--- src/design/ppt_pkg.sv ---
// Shared types, constants and helper functions of the periodic priority task picker.
package ppt_pkg;

  localparam int TASK_SLOTS_DEF = 8;
  localparam int TIME_BITS_DEF  = 32;
  localparam int TIME_BITS_MAX  = 48;

  localparam int NOW_BITS       = 32;
  localparam int INDEX_BITS     = 3;
  localparam int RUN_BITS       = 32;
  localparam int PRI_BITS       = 4;
  localparam int PERIOD_BITS    = 16;
  localparam int COUNT_BITS     = 4;
  localparam int MASK_BITS      = 8;

  localparam int CFG_INDEX_BITS = 3;
  localparam int CFG_DATA_BITS  = 64;

  localparam logic [CFG_INDEX_BITS-1:0] REG_TASK_COUNT   = 3'd0;
  localparam logic [CFG_INDEX_BITS-1:0] REG_READY_MASK   = 3'd1;
  localparam logic [CFG_INDEX_BITS-1:0] REG_PRIORITY     = 3'd2;
  localparam logic [CFG_INDEX_BITS-1:0] REG_PERIOD_LOW   = 3'd3;
  localparam logic [CFG_INDEX_BITS-1:0] REG_PERIOD_HIGH  = 3'd4;

  localparam logic [MASK_BITS-1:0] READY_MASK_RESET = 8'hFF;

  // Commands from the controller to the datapath
  typedef struct packed {
    logic load;    // capture tick time, restart scan
    logic step;    // examine one slot
    logic commit;  // update chosen slot and load output register
  } ppt_cmd_t;

  // Status from the datapath to the controller
  typedef struct packed {
    logic scan_done;
    logic out_free;
  } ppt_stat_t;

  function automatic logic [PRI_BITS-1:0] slot_priority(
    input logic [31:0] words,
    input logic [INDEX_BITS-1:0] slot
  );
    return words[{slot, 2'b00} +: PRI_BITS];
  endfunction

  function automatic logic [PERIOD_BITS-1:0] slot_period(
    input logic [63:0] low_words,
    input logic [63:0] high_words,
    input logic [INDEX_BITS-1:0] slot
  );
    logic [127:0] all_words;
    all_words = {high_words, low_words};
    return all_words[{slot, 4'b0000} +: PERIOD_BITS];
  endfunction

endpackage

--- src/design/ppt_ctrl.sv ---
// Controller state machine: accept a tick, sequence the slot scan, commit the pick.
module ppt_ctrl import ppt_pkg::*; (
  input  logic      clk,
  input  logic      rst,
  input  logic      tick_valid,
  output logic      tick_ready,
  input  ppt_stat_t stat,
  output ppt_cmd_t  cmd
);

  localparam logic [1:0] ST_IDLE = 2'd0;
  localparam logic [1:0] ST_SCAN = 2'd1;
  localparam logic [1:0] ST_DONE = 2'd2;

  logic [1:0] state;
  logic [1:0] state_next;

  always_ff @(posedge clk) begin
    if (rst) begin
      state <= ST_IDLE;
    end else begin
      state <= state_next;
    end
  end

  always_comb begin
    state_next = state;
    cmd        = '0;
    tick_ready = 1'b0;
    case (state)
      ST_IDLE: begin
        tick_ready = 1'b1;
        if (tick_valid) begin
          cmd.load   = 1'b1;
          state_next = ST_SCAN;
        end
      end
      ST_SCAN: begin
        if (stat.scan_done) begin
          state_next = ST_DONE;
        end else begin
          cmd.step = 1'b1;
        end
      end
      ST_DONE: begin
        // hold until the output register can take the result
        if (stat.out_free) begin
          cmd.commit = 1'b1;
          state_next = ST_IDLE;
        end
      end
      default: begin
        state_next = ST_IDLE;
      end
    endcase
  end

endmodule

--- config.mk ---
export PLATFORM = sky130hd
export DESIGN_NAME = ppt_ctrl
export DESIGN_NICKNAME = d
export VERILOG_FILES = /design/src/design/ppt_pkg.sv /design/src/design/ppt_ctrl.sv
export SDC_FILE = /design/constraint.sdc
export NUM_CORES = 1
export LEC_CHECK = 0
export BUFFER_PORTS_ARGS = -buffer_cell sky130_fd_sc_hd__buf_2
export CORE_AREA = 5 5 42 44
export CTS_CLUSTER_DIAMETER = 120
export DETAILED_ROUTE_END_ITERATION = 10
export DIE_AREA = 0 0 47 49
export GPL_ROUTABILITY_DRIVEN = 1
export PLACE_DENSITY = 0.3
export SLEW_MARGIN = 20
export SYNTH_ARGS = -nofsm -noshare
export SYNTH_HDL_FRONTEND = slang
export SYNTH_SLANG_ARGS = --single-unit
--- constraint.sdc ---
create_clock -name clk -period 1 [get_ports clk]
set_input_delay 0.1 -clock clk [delete_from_list [all_inputs] [get_ports clk]]
set_output_delay 0.1 -clock clk [all_outputs]
set_load 0.03 [all_outputs]
Word level (Yosys, flattened, before mapping)
Index checks and enable logic that the tools add are counted.
- register bits: 2
- logic and storage cells: 19
- output and inout bits: 4
- mux-type cells: 11
- equality and inequality tests: 5
- reduce and logical (&&, ||, !) cells: 2
- operator list (cell ; number):
    $mux W1 ; 7
    $mux W2 ; 3
    $ne A2 B2 Y1 const B ; 3
    $pmux W2 S3 ; 1
    $reduce_and A3 Y1 ; 1
    $eq A2 B1 Y1 const B ; 1
    $eq A2 B2 Y1 const B ; 1
    $logic_not A2 Y1 ; 1

Logic depth before layout (Yosys ltp)
- word-level depth: 3
- mapped depth: 2
- mapped depth without buffers: 2

Least setup slack after synthesis
Ideal clock, no wire load.
- kind: reg2out
- start: register state[0]
- end: output cmd[2] in the netlist's numbering
- buffers on the path: 0
- data arrival time: 1160 ps
- path slack: -260 ps
- cell stages (with the launch flop): 3
- cells stage by stage: dfxtp_1 -> nor2_1 -> and2_1
- RTL lines (item ; line ; source):
    from (decl) ; ppt_ctrl.sv:15 ; logic [1:0] state;
    from (signal assigned) ; ppt_ctrl.sv:22 ; state <= state_next;
    to (decl) ; ppt_ctrl.sv:8 ; output ppt_cmd_t cmd

==> results_dict.tcl <==
set metrics [dict create \
    status "complete, but fails checks" \
    violations "negative setup slack" \
    detail_route.iter0.violations 3 \
    htree_levels 1 \
    post-synth-top-area-cell "dfxtp_1" \
    antenna_cells 0 \
    yosysSeqAreaShare_pct 36.36 \
    cp_data_arrival_time_ns 0.94 \
    maxCapViolCount 0 \
    std_cell_rows 14 \
    wl_met2_um 109 \
    finalPower_uw 345.7 \
    clockPowerShare_pct 50.7 \
    combPwrFrac_pct 22.1 \
    pre_cts_ws_ns 0.03133 \
    dr_wl_met3_um 55 \
    clk_pin_slew_worst_paths_ns 0.03 \
    dieArea_sq_mm 0.002303 \
    fmax_mhz 964.5 \
    crit_required_ns 0.90 \
    rrSetupSlack_ns 0.08 \
    clk_latency_ns 0.22 \
    hold_buffers 0 \
    overflow 0 \
    avgSynthCellArea_sq_um 8.470 \
    grtUsageTotal_pct 4.152 \
    met1_length_um 174 \
    syn2layout_area_growth_pct 108.0 \
    top_layer_used "met3" \
    die_y_um 49 \
    yosysTopAreaCellShare_pct 36.36 \
    cts_buffers 3 \
    largestRegisters "state: 2 flops" \
    swShare_pct 26.95 \
    ys.flop_type "dfxtp_1" \
    ant_nets 0 \
    synth_area_leaders "dfxtp_1 (36%), nand2b_1 (11%), a21oi_2 (8.0%)" \
    largest_register_ffs 2 \
    maxSlewHeadroom_pct 88.93 \
    fin_area_sq_um 229.0 \
    p_int_uw 252.5 \
    drive_above_1_share_pct 75.00 \
    routed_wl_um 338 \
    reg2reg_depth 2 \
    layout.nets 31 \
    routed_via_density 3.300 \
    yosysUniqueCellTypes 10 \
    grt_pass1_wl_um 607 \
    holdCritStartpoint "rst" \
    wl_per_cell_um 8.450 \
    r2r_end "state[1]" \
    finalSetupViolCount 3 \
    grt_max_degree 8 \
    cts-root-buf "clkbuf_4" \
    setup_slack_ns -0.03679 \
    gp_congestion 0.6635 \
    ys_ff_latch 2 \
    min_path_type "input port to flip-flop" \
    cts_tree "done" \
    holdPathEnd "state[1]" \
    critPathKind "flip-flop to output port" \
    syn-instance-count 13 \
    synth_commonest_cells "dfxtp_1 (2), nand2b_1 (2), nor2_1 (2)" \
    clock_path_buffers 2 \
    switching_power_uw 93.15 \
    fin_worst_skew_ns 0.0002495 \
    r2r_start "state[0]" \
    finalHoldViolations 0 \
    yosysWarningCount 0 \
    p_leak_nw 0.09329 \
    rsz0062_at_grt "true" \
    worst_pin_slew_ns 0.1650 \
    drc 0 \
    portBuffers 8 \
    grt_pass1_vias 158 \
    core_sq_mm 0.001401 \
    power.density_mw_per_mm2 1510 \
    first_pass_iters 4 \
    synth.net_count 18 \
    synthesis.area_sq_um 110.1 \
    layout_min_cycle_time_ns 1.037 \
    seqPwrFrac_pct 27.2 \
    regMostFlops "state" \
    utilization_pct 16.34 \
    fin_crit_sh_pct 103.7 \
    vias 132 \
    critPathLaunchType "flip-flop" \
    start_util_pct 7.857 \
    async_flop_share_pct 0 \
    antenna_found_initial 0 \
    hold_depth 2 \
    die_w_um 47 \
    peakVddDrop_uv 372.6 \
    clock_sinks 2 \
    placed_cell_area_sq_um 177.7 \
    synth_edf_count 0 \
    endpoint_kind "output port" \
    finalMaxSlewViolations 0 \
    ios 9 \
    path_max_fanout 7 \
]
-- worst max path at each step --
stage                          end      from  slack, ns
after floorplan             cmd[2]  state[0]      -0.10
after global placement    state[1]  state[1]       0.05
after detailed placement  state[1]  state[1]       0.03
after CTS                   cmd[2]  state[1]      -0.05
after global routing        cmd[1]  state[0]      -0.08
final                       cmd[2]  state[0]      -0.04
-- power groups by stage --
stage / clock [mW] / combinational (mW) / sequential (mW)
floorplan: 0 / 0.0419 / 0.0928
global placement: 0 / 0.0653 / 0.0937
detailed placement: 0 / 0.0641 / 0.0943
CTS: 0.189 / 0.0762 / 0.0935
global route: 0.194 / 0.0829 / 0.0952
finish: 0.175 / 0.0764 / 0.0940
-- cell type report --
class                      count  area [sq um]
clock buffer                   3         22.52
fill                         175          1172
multi-input combinational     11         87.58
sequential                     2         47.55
tap                           16         20.02
timing repair buffer           8         51.30
-- through the flow --
stage | cells | setup TNS [ns] | hold WS [ns]
2_1_floorplan | 13 | -0.1038 | 0.1624
3_3_place_gp | 37 | 0 | 0.2858
3_5_place_dp | 37 | 0 | 0.2846
4_1_cts | 40 | -0.1261 | 0.03484
5_1_grt | 40 | -0.2277 | 0.03566
6_report | 40 | -0.06919 | 0.04723
-- layout by cell type (no fill, tap or decap), drive strengths merged --
cell type  count
nor3b          1
or3b           1
buf            8
clkbuf         3
nand2b         2
nor2           2
a211oi         1
and2           1
nand2          1
dfxtp          2
a21oi          1
nand3b         1
-- layer usage --
| metal | up-vias | GRT usage [%] |
|---|---|---|
| met5 | - | 0 |
| met4 | 0 | 5.530 |
| met3 | 0 | 4.428 |
| met2 | 9 | 3.620 |
| met1 | 55 | 4.167 |
| li1 | 68 | - |
-- repair_timing --
| item | CTS | global route |
|---|---|---|
| pin swaps | 2 | 1 |
| resized for setup | 10 | 1 |
| endpoints found under the setup margin | 4 | 4 |
| setup buffers | 0 | 0 |
-- worst max-delay path: stages, from the launching register on --
cell and delay, ns:
dfxtp_4 0.35, nor2_4 0.10, and2_4 0.14, buf_6 0.12
-- logic make-up (layout without fill, tap and decap cells) --
logic type / Yosys count / in the layout / synth area share [%]
buf+inv: 0 / 11 / 0
flops: 2 / 2 / 36.37
compound gates: 2 / 2 / 14.78
simple gates: 9 / 9 / 48.87
Note: power is estimated with default switching activity, not from simulation.
